[src/rtl/core/dts_pkg.sv]
`default_nettype none

package dts_pkg;

  localparam int CoordW   = 16;
  localparam int SizeW    = 15;
  localparam int MonW     = 8;
  localparam int IdxW     = 8;
  localparam int Cen2W    = 18;   // doubled center 2*x + w
  localparam int DiffW    = 19;   // difference of two doubled centers
  localparam int DistW    = 18;   // primary / secondary distance magnitude
  localparam int SpanW    = 17;   // span end x + w
  localparam int OvlW     = 15;   // beam overlap

  localparam int CfgIdxW  = 3;
  localparam int CfgDataW = 16;

  localparam int MaxTargetsDefault = 256;

  // configuration register indexes
  localparam logic [CfgIdxW-1:0] RegCurX     = 3'd0;
  localparam logic [CfgIdxW-1:0] RegCurY     = 3'd1;
  localparam logic [CfgIdxW-1:0] RegCurW     = 3'd2;
  localparam logic [CfgIdxW-1:0] RegCurH     = 3'd3;
  localparam logic [CfgIdxW-1:0] RegCurMon   = 3'd4;
  localparam logic [CfgIdxW-1:0] RegCurIdx   = 3'd5;
  localparam logic [CfgIdxW-1:0] RegMoveDir  = 3'd6;

  // move directions
  localparam logic [1:0] DirLeft  = 2'd0;
  localparam logic [1:0] DirRight = 2'd1;
  localparam logic [1:0] DirUp    = 2'd2;
  localparam logic [1:0] DirDown  = 2'd3;

  typedef struct packed {
    logic signed [CoordW-1:0] cand_x;
    logic signed [CoordW-1:0] cand_y;
    logic [SizeW-1:0]         cand_w;
    logic [SizeW-1:0]         cand_h;
    logic [MonW-1:0]          cand_monitor;
    logic                     cand_last;
  } cand_t;

  typedef struct packed {
    logic            found;
    logic [IdxW-1:0] target_index;
  } res_t;

endpackage

`default_nettype wire

[src/rtl/core/dts_stream_if.sv]
`default_nettype none

interface dts_cand_if;
  logic           valid;
  logic           ready;
  dts_pkg::cand_t payload;

  modport source (output valid, output payload, input ready);
  modport sink (input valid, input payload, output ready);
endinterface

interface dts_res_if;
  logic          valid;
  logic          ready;
  dts_pkg::res_t payload;

  modport source (output valid, output payload, input ready);
  modport sink (input valid, input payload, output ready);
endinterface

`default_nettype wire

[src/rtl/core/directional_target_select.sv]
// result: the beat marked last is taken into the input stage, then its result is loaded into the output register
// throughput: one candidate per cycle; a full output register holding a result only
//   stalls the input while a further last beat waits behind it and res.ready is low
// reset: rst_ni clears the valid flags, the running best's valid flag and the position counter at
//   once, not the payload registers; no clearing pass, the block takes beats right after reset
`default_nettype none

module directional_target_select #(
  parameter int MAX_TARGETS = dts_pkg::MaxTargetsDefault
) (
  input  wire logic                         clk_i,
  input  wire logic                         rst_ni,
  input  wire logic                         cfg_we_i,
  input  wire logic [dts_pkg::CfgIdxW-1:0]  cfg_idx_i,
  input  wire logic [dts_pkg::CfgDataW-1:0] cfg_wdata_i,
  dts_cand_if.sink                          cand,
  dts_res_if.source                         res
);

  localparam int PosW = (MAX_TARGETS > 1) ? $clog2(MAX_TARGETS) : 1;
  localparam int CntW = $clog2(MAX_TARGETS + 1);
  localparam int CmpW = (PosW > dts_pkg::IdxW) ? PosW : dts_pkg::IdxW;

  // configuration
  logic signed [dts_pkg::CoordW-1:0] cur_x_q, cur_y_q;
  logic [dts_pkg::SizeW-1:0]         cur_w_q, cur_h_q;
  logic [dts_pkg::MonW-1:0]          cur_mon_q;
  logic [dts_pkg::IdxW-1:0]          cur_idx_q;
  logic [1:0]                        dir_q;

  // input stage
  logic            s1_valid_q;
  dts_pkg::cand_t  s1_data_q;
  logic [PosW-1:0] s1_pos_q;
  logic            s1_range_q;
  logic            s1_cur_q;
  logic [CntW-1:0] cnt_q;

  // running best
  logic                       best_valid_q;
  logic                       seen_q;
  logic [PosW-1:0]            best_pos_q;
  logic [dts_pkg::OvlW-1:0]   best_ovl_q;
  logic [dts_pkg::DistW-1:0]  best_prim_q;
  logic                       best_other_q;
  logic [dts_pkg::DistW-1:0]  best_sec_q;

  // output register
  logic          out_valid_q;
  dts_pkg::res_t out_data_q;

  logic s1_adv, in_fire, s2_fire, in_range, in_cur;

  assign s1_adv  = !(s1_valid_q && s1_data_q.cand_last && out_valid_q && !res.ready);
  assign in_fire = cand.valid && s1_adv;
  assign s2_fire = s1_valid_q && s1_adv;

  assign cand.ready  = s1_adv;
  assign res.valid   = out_valid_q;
  assign res.payload = out_data_q;

  assign in_range = cnt_q < CntW'(MAX_TARGETS);
  assign in_cur   = CmpW'(cnt_q[PosW-1:0]) == CmpW'(cur_idx_q);

  // configuration writes
  always_ff @(posedge clk_i or negedge rst_ni) begin
    if (!rst_ni) begin
      cur_x_q   <= '0;
      cur_y_q   <= '0;
      cur_w_q   <= '0;
      cur_h_q   <= '0;
      cur_mon_q <= '0;
      cur_idx_q <= '0;
      dir_q     <= dts_pkg::DirLeft;
    end else if (cfg_we_i) begin
      unique case (cfg_idx_i)
        dts_pkg::RegCurX:    cur_x_q   <= cfg_wdata_i;
        dts_pkg::RegCurY:    cur_y_q   <= cfg_wdata_i;
        dts_pkg::RegCurW:    cur_w_q   <= cfg_wdata_i[dts_pkg::SizeW-1:0];
        dts_pkg::RegCurH:    cur_h_q   <= cfg_wdata_i[dts_pkg::SizeW-1:0];
        dts_pkg::RegCurMon:  cur_mon_q <= cfg_wdata_i[dts_pkg::MonW-1:0];
        dts_pkg::RegCurIdx:  cur_idx_q <= cfg_wdata_i[dts_pkg::IdxW-1:0];
        dts_pkg::RegMoveDir: dir_q     <= cfg_wdata_i[1:0];
        default: ;
      endcase
    end
  end

  // ---------------------------------------------------------------- stage 2 math
  logic signed [dts_pkg::Cen2W-1:0] fcx2, fcy2, ccx2, ccy2;
  logic signed [dts_pkg::DiffW-1:0] dx, dy, prim, sec_raw, sec_abs;
  logic signed [dts_pkg::SpanW-1:0] a0, a1, b0, b1, hi, lo;
  logic signed [dts_pkg::SpanW:0]   span_diff;
  logic [dts_pkg::OvlW-1:0]         ovl;
  logic [dts_pkg::DistW-1:0]        prim_u, sec_u;
  logic                             horiz, eligible, other, better, take;
  logic                             best_valid_d, seen_d;
  logic [PosW-1:0]                  best_pos_d;
  logic [CmpW-1:0]                  pos_ext;

  assign fcx2 = $signed({cur_x_q[dts_pkg::CoordW-1], cur_x_q, 1'b0})
              + $signed({3'b000, cur_w_q});
  assign fcy2 = $signed({cur_y_q[dts_pkg::CoordW-1], cur_y_q, 1'b0})
              + $signed({3'b000, cur_h_q});
  assign ccx2 = $signed({s1_data_q.cand_x[dts_pkg::CoordW-1], s1_data_q.cand_x, 1'b0})
              + $signed({3'b000, s1_data_q.cand_w});
  assign ccy2 = $signed({s1_data_q.cand_y[dts_pkg::CoordW-1], s1_data_q.cand_y, 1'b0})
              + $signed({3'b000, s1_data_q.cand_h});

  assign dx = $signed({ccx2[dts_pkg::Cen2W-1], ccx2}) - $signed({fcx2[dts_pkg::Cen2W-1], fcx2});
  assign dy = $signed({ccy2[dts_pkg::Cen2W-1], ccy2}) - $signed({fcy2[dts_pkg::Cen2W-1], fcy2});

  assign horiz = (dir_q == dts_pkg::DirLeft) || (dir_q == dts_pkg::DirRight);

  always_comb begin
    unique case (dir_q)
      dts_pkg::DirLeft:  prim = -dx;
      dts_pkg::DirRight: prim = dx;
      dts_pkg::DirUp:    prim = -dy;
      dts_pkg::DirDown:  prim = dy;
      default:           prim = dy;
    endcase
  end

  assign eligible = !prim[dts_pkg::DiffW-1] && (prim != '0);
  assign prim_u   = prim[dts_pkg::DistW-1:0];

  assign sec_raw = horiz ? dy : dx;
  assign sec_abs = sec_raw[dts_pkg::DiffW-1] ? -sec_raw : sec_raw;
  assign sec_u   = sec_abs[dts_pkg::DistW-1:0];

  // beam spans on the axis across the move
  always_comb begin
    if (horiz) begin
      a0 = $signed({cur_y_q[dts_pkg::CoordW-1], cur_y_q});
      a1 = $signed({cur_y_q[dts_pkg::CoordW-1], cur_y_q}) + $signed({2'b00, cur_h_q});
      b0 = $signed({s1_data_q.cand_y[dts_pkg::CoordW-1], s1_data_q.cand_y});
      b1 = $signed({s1_data_q.cand_y[dts_pkg::CoordW-1], s1_data_q.cand_y})
         + $signed({2'b00, s1_data_q.cand_h});
    end else begin
      a0 = $signed({cur_x_q[dts_pkg::CoordW-1], cur_x_q});
      a1 = $signed({cur_x_q[dts_pkg::CoordW-1], cur_x_q}) + $signed({2'b00, cur_w_q});
      b0 = $signed({s1_data_q.cand_x[dts_pkg::CoordW-1], s1_data_q.cand_x});
      b1 = $signed({s1_data_q.cand_x[dts_pkg::CoordW-1], s1_data_q.cand_x})
         + $signed({2'b00, s1_data_q.cand_w});
    end
  end

  assign hi        = (a1 < b1) ? a1 : b1;
  assign lo        = (a0 > b0) ? a0 : b0;
  assign span_diff = $signed({hi[dts_pkg::SpanW-1], hi}) - $signed({lo[dts_pkg::SpanW-1], lo});
  assign ovl       = (hi > lo) ? span_diff[dts_pkg::OvlW-1:0] : '0;

  assign other = s1_data_q.cand_monitor != cur_mon_q;

  // lexicographic rank against the running best, ties keep the earlier one
  always_comb begin
    priority if (!best_valid_q) begin
      better = 1'b1;
    end else if ((ovl != '0) != (best_ovl_q != '0)) begin
      better = (ovl != '0);
    end else if (prim_u != best_prim_q) begin
      better = prim_u < best_prim_q;
    end else if (other != best_other_q) begin
      better = !other;
    end else if (ovl != best_ovl_q) begin
      better = ovl > best_ovl_q;
    end else begin
      better = sec_u < best_sec_q;
    end
  end

  assign take         = s2_fire && s1_range_q && !s1_cur_q && eligible && better;
  assign best_valid_d = best_valid_q || take;
  assign seen_d       = seen_q || (s1_range_q && s1_cur_q);
  assign best_pos_d   = take ? s1_pos_q : best_pos_q;
  assign pos_ext      = CmpW'(best_pos_d);

  // ---------------------------------------------------------------- control
  always_ff @(posedge clk_i or negedge rst_ni) begin
    if (!rst_ni) begin
      s1_valid_q   <= 1'b0;
      s1_range_q   <= 1'b0;
      s1_cur_q     <= 1'b0;
      cnt_q        <= '0;
      best_valid_q <= 1'b0;
      seen_q       <= 1'b0;
      out_valid_q  <= 1'b0;
    end else begin
      if (s1_adv) begin
        s1_valid_q <= cand.valid;
      end
      if (in_fire) begin
        s1_range_q <= in_range;
        s1_cur_q   <= in_cur;
        if (cand.payload.cand_last) begin
          cnt_q <= '0;
        end else if (in_range) begin
          cnt_q <= cnt_q + CntW'(1);
        end
      end
      if (s2_fire) begin
        if (s1_data_q.cand_last) begin
          best_valid_q <= 1'b0;
          seen_q       <= 1'b0;
        end else begin
          best_valid_q <= best_valid_d;
          seen_q       <= seen_d;
        end
      end
      if (s2_fire && s1_data_q.cand_last) begin
        out_valid_q <= 1'b1;
      end else if (res.ready) begin
        out_valid_q <= 1'b0;
      end
    end
  end

  // ---------------------------------------------------------------- payload
  always_ff @(posedge clk_i) begin
    if (in_fire) begin
      s1_data_q <= cand.payload;
      s1_pos_q  <= cnt_q[PosW-1:0];
    end
    if (take) begin
      best_pos_q   <= s1_pos_q;
      best_ovl_q   <= ovl;
      best_prim_q  <= prim_u;
      best_other_q <= other;
      best_sec_q   <= sec_u;
    end
    if (s2_fire && s1_data_q.cand_last) begin
      out_data_q.found        <= best_valid_d && seen_d;
      out_data_q.target_index <= (best_valid_d && seen_d) ? pos_ext[dts_pkg::IdxW-1:0] : '0;
    end
  end

endmodule

`default_nettype wire

[src/flat_wrapper.sv]
// flat-port wrapper written by rule: the top's interface ports become plain ports
module directional_target_select_flat 
#(
  parameter int MAX_TARGETS = dts_pkg::MaxTargetsDefault
)
  (clk_i, rst_ni, cfg_we_i, cfg_idx_i, cfg_wdata_i, cand_valid, cand_payload, cand_ready, res_valid, res_payload, res_ready);
  dts_cand_if cand_i ();
  dts_res_if res_i ();
  input  wire logic clk_i;
  input  wire logic rst_ni;
  input  wire logic cfg_we_i;
  input  wire logic [dts_pkg::CfgIdxW-1:0] cfg_idx_i;
  input  wire logic [dts_pkg::CfgDataW-1:0] cfg_wdata_i;
  input wire logic [$bits(cand_i.valid)-1:0] cand_valid;
  input wire logic [$bits(cand_i.payload)-1:0] cand_payload;
  output wire logic [$bits(cand_i.ready)-1:0] cand_ready;
  output wire logic [$bits(res_i.valid)-1:0] res_valid;
  output wire logic [$bits(res_i.payload)-1:0] res_payload;
  input wire logic [$bits(res_i.ready)-1:0] res_ready;
  assign cand_i.valid = cand_valid;
  assign cand_i.payload = cand_payload;
  assign cand_ready = cand_i.ready;
  assign res_valid = res_i.valid;
  assign res_payload = res_i.payload;
  assign res_i.ready = res_ready;
  directional_target_select #(.MAX_TARGETS(MAX_TARGETS)) u_core (.clk_i(clk_i), .rst_ni(rst_ni), .cfg_we_i(cfg_we_i), .cfg_idx_i(cfg_idx_i), .cfg_wdata_i(cfg_wdata_i), .cand(cand_i), .res(res_i));
endmodule
[config.mk]
export PLATFORM = sky130hd
export DESIGN_NAME = directional_target_select_flat
export DESIGN_NICKNAME = d
export VERILOG_FILES = /design/src/rtl/core/dts_pkg.sv /design/src/rtl/core/dts_stream_if.sv /design/src/rtl/core/directional_target_select.sv /design/src/flat_wrapper.sv
export SDC_FILE = /design/constraint.sdc
export NUM_CORES = 1
export LEC_CHECK = 0
export BUFFER_PORTS_ARGS = -buffer_cell sky130_fd_sc_hd__buf_2
export CELL_PAD_IN_SITES_DETAIL_PLACEMENT = 0
export CELL_PAD_IN_SITES_GLOBAL_PLACEMENT = 1
export CORE_MARGIN = 4
export CORE_UTILIZATION = 49
export CTS_CLUSTER_SIZE = 12
export DETAILED_ROUTE_END_ITERATION = 7
export GPL_TIMING_DRIVEN = 0
export PLACE_DENSITY_LB_ADDON = 0.25
export SYNTH_ARGS = -nofsm -noshare
export SYNTH_HDL_FRONTEND = slang
export SYNTH_SLANG_ARGS = --single-unit
[constraint.sdc]
create_clock -name clk_i -period 15.9 [get_ports clk_i]
set_input_delay 0.795 -clock clk_i [delete_from_list [all_inputs] [get_ports clk_i]]
set_output_delay 0.795 -clock clk_i [all_outputs]
set_load 0.005 [all_outputs]
# After elaboration in Yosys (flattened, before gate mapping)
# Cells that the tools add are included.
op_classes:
  addsub: 15
  n_lt_le_gt_ge: 7
  n_eq_ne: 15
  muxes: 22
  n_reduce_logical: 36
op_table:
  columns: ["operator", "count"]
  rows:
  - ["$mux 17", 6]
  - ["$pmux 19 s4", 1]
  - ["$add 17x16->18", 4]
  - ["$add 16x16->17", 4]
  - ["$neg 19->19", 2]
  - ["$sub 18x18->19", 2]
  - ["$lt 18x18->1", 2]
  - ["$gt 17x17->1", 2]
  - ["$reduce_bool 15->1", 2]
  - ["$mux 19", 1]
  - ["$reduce_bool 19->1", 1]
  - ["$mux 18", 1]
  - ["$mux 9", 2]
  - ["$ne 18x18->1", 1]
  - ["$neg 18->18", 1]
  - ["$lt 17x17->1", 1]
  - ["$reduce_and 2->1", 8]
  - ["$gt 15x15->1", 1]
  - ["$mux 15", 1]
  - ["$ne 15x15->1", 1]
  - ["$sub 15x15->15", 1]
  - ["$logic_and 1x1->1", 13]
  - ["$add 9x1->9 const B", 1]
  - ["$eq 3x3->1 const B", 3]
  - ["other kinds (15)", 33]
totals:
  ff_bits: 243
  input_bits: 95
  out_inout_bits: 11
  wordCells: 123

# Logic depth before layout (Yosys ltp)
# Gate-level depths: netlist of the first run.
logic_depth:
  depth_word: 16
  depth_mapped: 46

# Worst setup path after synthesis of the first run
# OpenSTA, ideal clock, no wires.
synth_timing:
  kind: "reg2reg"
  start: "register u_core.dir_q[1]"
  end: "register u_core.best_other_q (enable)"
  arrival_time_ns: 12.159
  required_time_ns: 15.438
  slack_ns: 3.279
  stages_incl_launch_ff: 45
  path_buffers: 9
  path_cell_list: "dfrtp_1 buf_2 buf_1 buf_1 buf_1 buf_1 clkbuf_1 buf_1 mux2i_1 inv_1 ha_1 nor2b_1 o21a_1 o21a_1 o21a_1 o21a_1 o21a_1 o21a_1 (+9 left out) o21bai_1 a21o_1 a21oi_1 o211ai_1 o21ai_0 clkbuf_1 nor2_1 ha_1 nand4_1 nor4_1 nand2_1 a2111oi_0 a21oi_1 maj3_1 o31ai_1 maj3_1 o21ai_1 nor2_1"
synth_between:
  elab_chain_cells: 14
  word_cells_on_any_way: 37
  classes_between: "add/sub: 2; order compare: 6; eq/ne: 6; mux: 15; reduce/logical: 8"
synth_rtl:
  columns: ["item", "line_no", "text"]
  rows:
  - ["start: declaration", "directional_target_select.sv:29", "logic [1:0] dir_q;"]
  - ["start signal: assignment", "directional_target_select.sv:74", "dir_q <= dts_pkg::DirLeft;"]
  - ["start signal: assignment", "directional_target_select.sv:83", "dts_pkg::RegMoveDir: dir_q <= cfg_wdata_i[1:0];"]
  - ["$eq 2x1->1 / $logic_not 2->1 (equally long branches)", "directional_target_select.sv:113", "assign horiz = (dir_q == dts_pkg::DirLeft) || (dir_q == dts_pkg::DirRight);"]
  - ["$logic_or 1x1->1 *", "directional_target_select.sv:113", null]
  - ["$mux 17", "directional_target_select.sv:134", "if (horiz) begin"]
  - ["$lt 17x17->1 / $gt 17x17->1 (equally long branches)", "directional_target_select.sv:149, directional_target_select.sv:150", null]
  - ["$mux 17, on equally long branches", "directional_target_select.sv:149, directional_target_select.sv:150", null]
  - ["$sub 15x15->15 / $gt 17x17->1 (equally long branches)", "directional_target_select.sv:151, directional_target_select.sv:152", null]
  - ["$mux 15 *", "directional_target_select.sv:152", "assign ovl = (hi > lo) ? span_diff[dts_pkg::OvlW-1:0] : '0;"]
  - ["net u_core.ovl (one bit)", "directional_target_select.sv:94", "logic [dts_pkg::OvlW-1:0] ovl;"]
  - ["$gt 15x15->1 / $ne 15x15->1 (equally long branches)", "directional_target_select.sv:167, directional_target_select.sv:166", null]
  - ["$mux 1", "directional_target_select.sv:166", "end else if (ovl != best_ovl_q) begin"]
  - ["$mux 1", "directional_target_select.sv:164", "end else if (other != best_other_q) begin"]
  - ["$mux 1", "directional_target_select.sv:162", "end else if (prim_u != best_prim_q) begin"]
  - ["$mux 1 *", "directional_target_select.sv:160", "end else if ((ovl != '0) != (best_ovl_q != '0)) begin"]
  - ["$mux 1 *", "directional_target_select.sv:158", "priority if (!best_valid_q) begin"]
  - ["$logic_and 1x1->1 *", "directional_target_select.sv:173", "assign take = s2_fire && s1_range_q && !s1_cur_q && eligible && better;"]
  - ["net u_core.take", "directional_target_select.sv:96", "logic horiz, eligible, other, better, take;"]
  - ["end signal: assignment", "directional_target_select.sv:229", "best_other_q <= other;"]
  - ["end: declaration", "directional_target_select.sv:45", "logic best_other_q;"]
# The timed path passes the listed nets; every way through them passes the cells marked *.
# A chain may end at the register's enable or synchronous reset.

# Final worst setup path of the first run
layout_timing:
  start: "register u_core.dir_q[1]"
  end: "register u_core.best_prim_q[4] (netlist bit) (enable)"
layout_between:
  elab_chain_cells: 14
  word_cells_on_any_way: 37
  classes_between: "add/sub: 2; order compare: 6; eq/ne: 6; mux: 15; reduce/logical: 8"
layout_rtl:
  columns: ["item", "line_no", "text"]
  rows:
  - ["$eq 2x1->1 / $logic_not 2->1 (equally long branches)", "directional_target_select.sv:113", null]
  - ["$logic_or 1x1->1 *", "directional_target_select.sv:113", null]
  - ["$mux 17", "directional_target_select.sv:134", null]
  - ["$lt 17x17->1 / $gt 17x17->1 (equally long branches)", "directional_target_select.sv:149, directional_target_select.sv:150", null]
  - ["$mux 17, on equally long branches", "directional_target_select.sv:149, directional_target_select.sv:150", null]
  - ["$sub 15x15->15 / $gt 17x17->1 (equally long branches)", "directional_target_select.sv:151, directional_target_select.sv:152", null]
  - ["$mux 15 *", "directional_target_select.sv:152", null]
  - ["net u_core.ovl (one bit)", "directional_target_select.sv:94", null]
  - ["$gt 15x15->1 / $ne 15x15->1 (equally long branches)", "directional_target_select.sv:167, directional_target_select.sv:166", null]
  - ["$mux 1", "directional_target_select.sv:166", null]
  - ["$mux 1", "directional_target_select.sv:164", null]
  - ["$mux 1", "directional_target_select.sv:162", null]
  - ["$mux 1 *", "directional_target_select.sv:160", null]
  - ["$mux 1 *", "directional_target_select.sv:158", null]
  - ["$logic_and 1x1->1 *", "directional_target_select.sv:173", null]
  - ["net u_core.take", "directional_target_select.sv:96", null]
  - ["end signal: assignment", "directional_target_select.sv:228", "best_prim_q <= prim_u;"]
  - ["end: declaration", "directional_target_select.sv:44", "logic [dts_pkg::DistW-1:0] best_prim_q;"]
# Marked as above.

==> flow_summary.yaml, run 1 <==
cells_and_area:
  syn2layout_area_growth_pct: 10.62
  drive_above_1_share_pct: 10.17
  finalNetCount: 2712
  final_area_mm2: 0.02269
  multiInputGateArea_mm2: 0.01269
  seq_area_mm2: 0.006741
  fin_cells: 2893
  diodes: 0
  fillers: 3759
route:
  remaining_drc_errors: 0
  avgViaCountPerCell: 5.965
  totalWireLength_um: 63790
  wire_per_inst_um: 22.05
  ant_nets: 0
  first_iter_violations: 1429
  first_pass_iters: 5
  vias: 17260
yosys:
  synth_cell_types: 82
  synth_simple_gate_area_share_pct: 13.72
  synthArstFlopShare_pct: 39.09
  ys_seq_area_share_pct: 32.86
  syn-num-nets: 2574
  synth_compound_area_share_pct: 17.94
  ys_ff_latch: 243
  ys_warn_count: 0
  synth_ff_type: "edfxtp_1"
  avgSynthCellArea_um2: 9.312
  synth-xor-area-share_pct: 5.032
  synth_cells: 2203
  synth-edff-count: 140
  synth_top_family_by_area: "adder cells"
  synth_mux_area_share_pct: 6.001
  syn-cell-area_mm2: 0.02051
  synthAdderAreaFrac_pct: 19.09
timing:
  rsz0062_at_grt: "no"
  finalHoldViolations: 0
  fmax_mhz: 66.20
  skew_ns: 0.008228
  period_share_pct: 95.01
  period_needed_ns: 15.11
  tns_ns: 0
  holdWs_ns: 0.1850
  final-setup-viol-count: 0
  slew_viol_final: 0
  slew_headroom_pct: 16.72
  tightest_slew_ns: 1.239
setup_path:
  worstPathMaxFanout: 34
  r2r_setup_slack_ns: 0.79
  cp_top_family: "buffers and inverters"
  rr_endpoint: "u_core.best_prim_q[4]"
  crit_type: "reg -> reg"
  setup.worst_path.end_class: "flop"
  r2r_start: "u_core.dir_q[1]"
  cp_common_cell: "o21a_1"
  path_depth: 46
  cp.arrival_ns: 15.36
  cpPeakStageDelay_ns: 0.70
  endpoint: "u_core.best_prim_q[4]"
  slowest_stage: "nor2_4"
  start_kind: "flop"
  crit_buf_inv: 13
  startpoint: "u_core.dir_q[1]"
  cp.required_ns: 16.16
  reg2reg_depth: 46
flow_run:
  cap_violations: 0
die:
  io_pins: 106
  rows: 74
  core_mm2: 0.04111
  die-area_mm2: 0.04521
  initial_utilization_pct: 49.90
  die_h_um: 212.6
  die_x_um: 212.6
cts:
  clkLatencyLatePin_ns: 0.57
  cts_max_level: 1
  cts.sinks: 243
  root_buffer: "clkbuf_16"
  cts.path.max_buffers: 3
  cts_made_buffers: 27
  ctsHoldBuffers: 0
  cts_tree: "built"
  clk_pin_slew_ns: 0.06
global_route:
  grt_pass1_wl_um: 97920
  track_usage_pct: 28.00
  grt_max_degree: 61
  gr-total-overflow: 0
  grt_antenna_before_repair: 0
  grt_pass1_vias: 17190
place:
  placed_area_mm2: 0.02179
  gp_congestion: 0.9414
  io_buffers: 104
  hpwl_um: 52110
  place_inst: 2842
outcome:
  status: "finished clean"
hold_path:
  min_path_type: "in -> async"
## how the worst min path moves through the flow
stage | start | to | cells past startpoint
after detailed placement | u_core.best_pos_q[2] | u_core.best_pos_q[2] | 2
after global routing | rst_ni | u_core.cur_x_q[14] | 1
after CTS | rst_ni | u_core.cur_y_q[14] | 1
final | rst_ni | u_core.cur_y_q[14] | 1
after global placement | u_core.best_pos_q[4] | u_core.best_pos_q[4] | 2
after floorplan | u_core.cnt_q[3] | u_core.s1_pos_q[3] | 0
## logic make-up (layout without fill, tap and decap cells)
kind of cell	after synthesis	after routing
adder cells (fa/ha/maj)	278	278
AO/OA/AOI/OAI	575	575
AND/OR/NAND/NOR	588	588
multiplexers	112	112
XOR/XNOR	117	117
buffers and inverters	290	448
flip-flops	243	243
## layout by cell type (no fill, tap or decap), types with 51 or more instances in the layout
| master | n |
|---|---|
| dfrtp_1 | 95 |
| buf_2 | 105 |
| a21oi_1 | 127 |
| fa_1 | 59 |
| clkbuf_1 | 61 |
| xnor2_1 | 78 |
| mux2_2 | 58 |
| mux2i_1 | 51 |
| inv_1 | 224 |
| nor3_1 | 51 |
| o21ai_0 | 178 |
| nand2_1 | 169 |
| edfxtp_1 | 140 |
| ha_1 | 217 |
| nor2_1 | 165 |
## area by class of cell
cell class	instances	area share, %
Clock buffer	40	3.424
Clock inverter	9	0.4631
Sequential cell	243	29.71
Buffer	65	1.130
Multi-Input combinational cell	1670	55.91
Timing Repair Buffer	109	2.702
Inverter	225	3.732
Tap cell	532	2.933
## worst reg2reg max path: cells and delay by family (launching register included)
| kind | cells | cell delay, ns |
|---|---|---|
| fa+ha+maj | 5 | 1.92 |
| mux | 2 | 0.74 |
| simple gates | 9 | 2.57 |
| flops | 1 | 0.40 |
| compound gates | 17 | 4.01 |
| buf+inv | 13 | 5.09 |
## metal layers
metal	GRT usage [%]	part of all wire [%]	vias up
met5	0	0	-
met4	6.375	2.3	0
met3	3.423	6.5	87
met2	48.87	49	540
met1	37.53	42	8399
li1	-	-	8232
## sequential cells by signal, indices dropped and copies added (netlist names), 2 cells and up
| register | flops |
|---|---|
| u_core.best_prim_q | 18 |
| u_core.cur_mon_q | 8 |
| u_core.cur_h_q | 15 |
| u_core.cur_y_q | 16 |
| u_core.best_ovl_q | 15 |
| u_core.s1_data_q | 71 |
| u_core.best_sec_q | 18 |
| u_core.cur_idx_q | 8 |
| u_core.res.payload | 9 |
| u_core.cur_x_q | 16 |
| u_core.s1_pos_q | 8 |
| u_core.dir_q | 2 |
| u_core.cur_w_q | 15 |
| u_core.best_pos_q | 8 |
| u_core.cnt_q | 9 |
## cell usage after synthesis, types with 28 or more instances
master / count / area share [%]
edfxtp_1: 140 / 20
a21o_1: 42 / 1.5
nor2_1: 166 / 3.0
xor2_1: 38 / 1.6
nand3_1: 40 / 0.98
nor3_1: 51 / 1.2
ha_1: 217 / 13
clkbuf_1: 52 / 0.95
nand2_1: 169 / 3.1
inv_1: 225 / 4.1
fa_1: 59 / 5.8
a21oi_1: 127 / 3.1
mux2i_1: 51 / 2.5
mux2_2: 58 / 3.2
dfrtp_1: 95 / 12
xnor2_1: 78 / 3.3
o21a_1: 28 / 1.0
o21ai_0: 178 / 4.3
## repair_timing
| action | in CTS | in global routing |
|---|---|---|
| cloned | 0 | 0 |
| endpoints found under the setup margin | 52 | 68 |
| pin swaps | 1 | 0 |
| buffers inserted | 2 | 0 |
| gates resized for setup | 1 | 5 |
## stage by stage
| stage | worst slack (ns) | util (%) |
|---|---|---|
| floorplan | 3.279 | - |
| global placement | -2.490 | 52.79 |
| detailed placement | -0.2012 | 53.00 |
| CTS | 0.1444 | 55.20 |
| global route | 0.03777 | 55.20 |
| finish | 0.7935 | 55.20 |
Power of run 1 is left out: the tool's default activity adds up to more than one toggle a clock period on the data nets, which glitch-free logic cannot reach.
==> run 2: changes to the inputs <==
--- a/config.mk
+++ b/config.mk
@@ -5,11 +5,12 @@
 export SDC_FILE = /design/constraint.sdc
 export NUM_CORES = 1
 export LEC_CHECK = 0
+export ABC_CLOCK_PERIOD_IN_PS = 13200
 export BUFFER_PORTS_ARGS = -buffer_cell sky130_fd_sc_hd__buf_2
 export CELL_PAD_IN_SITES_DETAIL_PLACEMENT = 0
 export CELL_PAD_IN_SITES_GLOBAL_PLACEMENT = 1
 export CORE_MARGIN = 4
-export CORE_UTILIZATION = 49
+export CORE_UTILIZATION = 45
 export CTS_CLUSTER_SIZE = 12
 export DETAILED_ROUTE_END_ITERATION = 7
 export GPL_TIMING_DRIVEN = 0
==> constraint.sdc (replaced) <==
create_clock -name clk_i -period 13.2 [get_ports clk_i]
set_input_delay 0.66 -clock clk_i [delete_from_list [all_inputs] [get_ports clk_i]]
set_output_delay 0.66 -clock clk_i [all_outputs]
set_load 0.005 [all_outputs]
==> flow_summary.yaml, run 2 (synthesis gave the netlist of run 1 again) <==
die:
  die_x_um: 221.5
  core_mm2: 0.04461
  die-area_mm2: 0.04907
  die_h_um: 221.5
  io_pins: 106
  rows: 77
  initial_utilization_pct: 45.99
route:
  remaining_drc_errors: 0
  first_pass_iters: 7
  avgViaCountPerCell: 5.805
  vias: 17180
  ant_nets: 0
  first_iter_violations: 1238
  totalWireLength_um: 64830
  wire_per_inst_um: 21.91
setup_path:
  crit_type: "reg -> reg"
  start_kind: "flop"
  cpPeakStageDelay_ns: 0.50
  cp_common_cell: "o21a_1"
  cp.required_ns: 13.46
  slowest_stage: "o41ai_1"
  setup.worst_path.end_class: "flop"
  worstPathMaxFanout: 30
  crit_buf_inv: 13
  cp.arrival_ns: 12.80
  cp_top_family: "compound AO/OA/AOI/OAI gates"
cells_and_area:
  drive_above_1_share_pct: 11.41
  syn2layout_area_growth_pct: 11.80
  mostFrequentLayoutCell: "inv_1"
  finalNetCount: 2716
  layout_common_cells: "224 x inv_1, 217 x ha_1, 177 x o21ai_0"
  final_area_mm2: 0.02294
  diodes: 0
  largest_reg_flops: 71
  top_register: "u_core.s1_data_q"
  fillers: 4147
  reg_top3: "u_core.s1_data_q (71), u_core.best_prim_q (18), u_core.best_sec_q (18)"
flow_run:
  cap_violations: 0
place:
  placed_area_mm2: 0.02186
  dp_slack_ns: -3.107
  io_buffers: 104
  hpwl_um: 53260
  gp_congestion: 0.9555
timing:
  skew_ns: 0.01042
  fmax_mhz: 79.71
  finalHoldViolations: 0
  rsz0062_at_grt: "no"
  final-setup-viol-count: 0
  slew_headroom_pct: 11.47
  slew_viol_final: 0
  tightest_slew_ns: 1.317
  period_needed_ns: 12.55
  fin_ws_ns: 0.6541
  holdWs_ns: 0.09134
  period_share_pct: 95.05
cts:
  clkLatencyLatePin_ns: 0.56
  cts.sinks: 243
  root_buffer: "clkbuf_16"
  ctsHoldBuffers: 0
  cts_made_buffers: 28
  cts_max_level: 1
  clk_pin_slew_ns: 0.06
  cts_tree: "built"
  cts.path.max_buffers: 3
global_route:
  grt_antenna_before_repair: 1
  grt_max_degree: 69
  track_usage_pct: 25.71
  grt_pass1_vias: 17470
  gr-total-overflow: 0
  grt_pass1_wl_um: 100100
outcome:
  status: "finished clean"
hold_path:
  min_path_type: "in -> async"
-- run 2: cell types whose count changed in the layout (fill, tap and decap cells not counted), moves of 3 or more --
cell	delta
buf_1	-7
clkbuf_1	-9
buf_2	+6
buf_4	+3
clkbuf_2	+4
-- run 2: final timing paths --
check                                      from                     to  slack, ns  depth (start not counted)
hold / removal                           rst_ni     u_core.cur_h_q[13]       0.09                          1
setup reg to reg                u_core.dir_q[1]  u_core.best_prim_q[3]       0.65                         46
hold reg to reg            u_core.best_pos_q[5]   u_core.best_pos_q[5]       0.49                          2
min in group clk_i             cand_payload[56]   u_core.s1_data_q[56]       0.26                          1
max in group asynchronous                rst_ni        u_core.cnt_q[2]      12.40                          2
setup / recovery                u_core.dir_q[1]  u_core.best_prim_q[3]       0.65                         46
-- run 2: final cells by class --
cell class	count	area, µm²	share of cell area [%]
Clock buffer	39	793.3	3.459
Clock inverter	13	143.9	0.6274
Timing Repair Buffer	111	628.1	2.739
Sequential cell	243	6741	29.39
Inverter	225	847.1	3.693
Multi-Input combinational cell	1671	12760	55.62
Buffer	65	284.0	1.238
Tap cell	592	740.7	3.230
-- run 2: repair_timing --
| action | CTS | global route |
|---|---|---|
| setup endpoints to repair | 68 | 68 |
| buffers inserted | 4 | 0 |
| pin swaps | 2 | 0 |
| gates cloned | 1 | 0 |
| resized for setup | 25 | 13 |
| endpoints found under the hold margin | 0 | 0 |
-- run 2: stage by stage --
| step | TNS (ns) | utilization (%) | instances |
|---|---|---|---|
| floorplan | 0 | - | 2203 |
| global placement | -319.83 | 48.82 | 2899 |
| detailed placement | -195.93 | 49.01 | 2902 |
| CTS | 0 | 51.33 | 2959 |
| global route | 0 | 51.42 | 2959 |
| finish | 0 | 51.42 | 2959 |
-- run 2: per-layer routing --
layer | up-vias | wire length, µm | global-route usage [%]
li1 | 8255 | - | -
met1 | 8356 | 28660 | 34.58
met2 | 468 | 31330 | 45.10
met3 | 97 | 3297 | 2.847
met4 | 0 | 1543 | 5.582
met5 | - | 0 | 0
Power of run 2 is left out for the same reason.
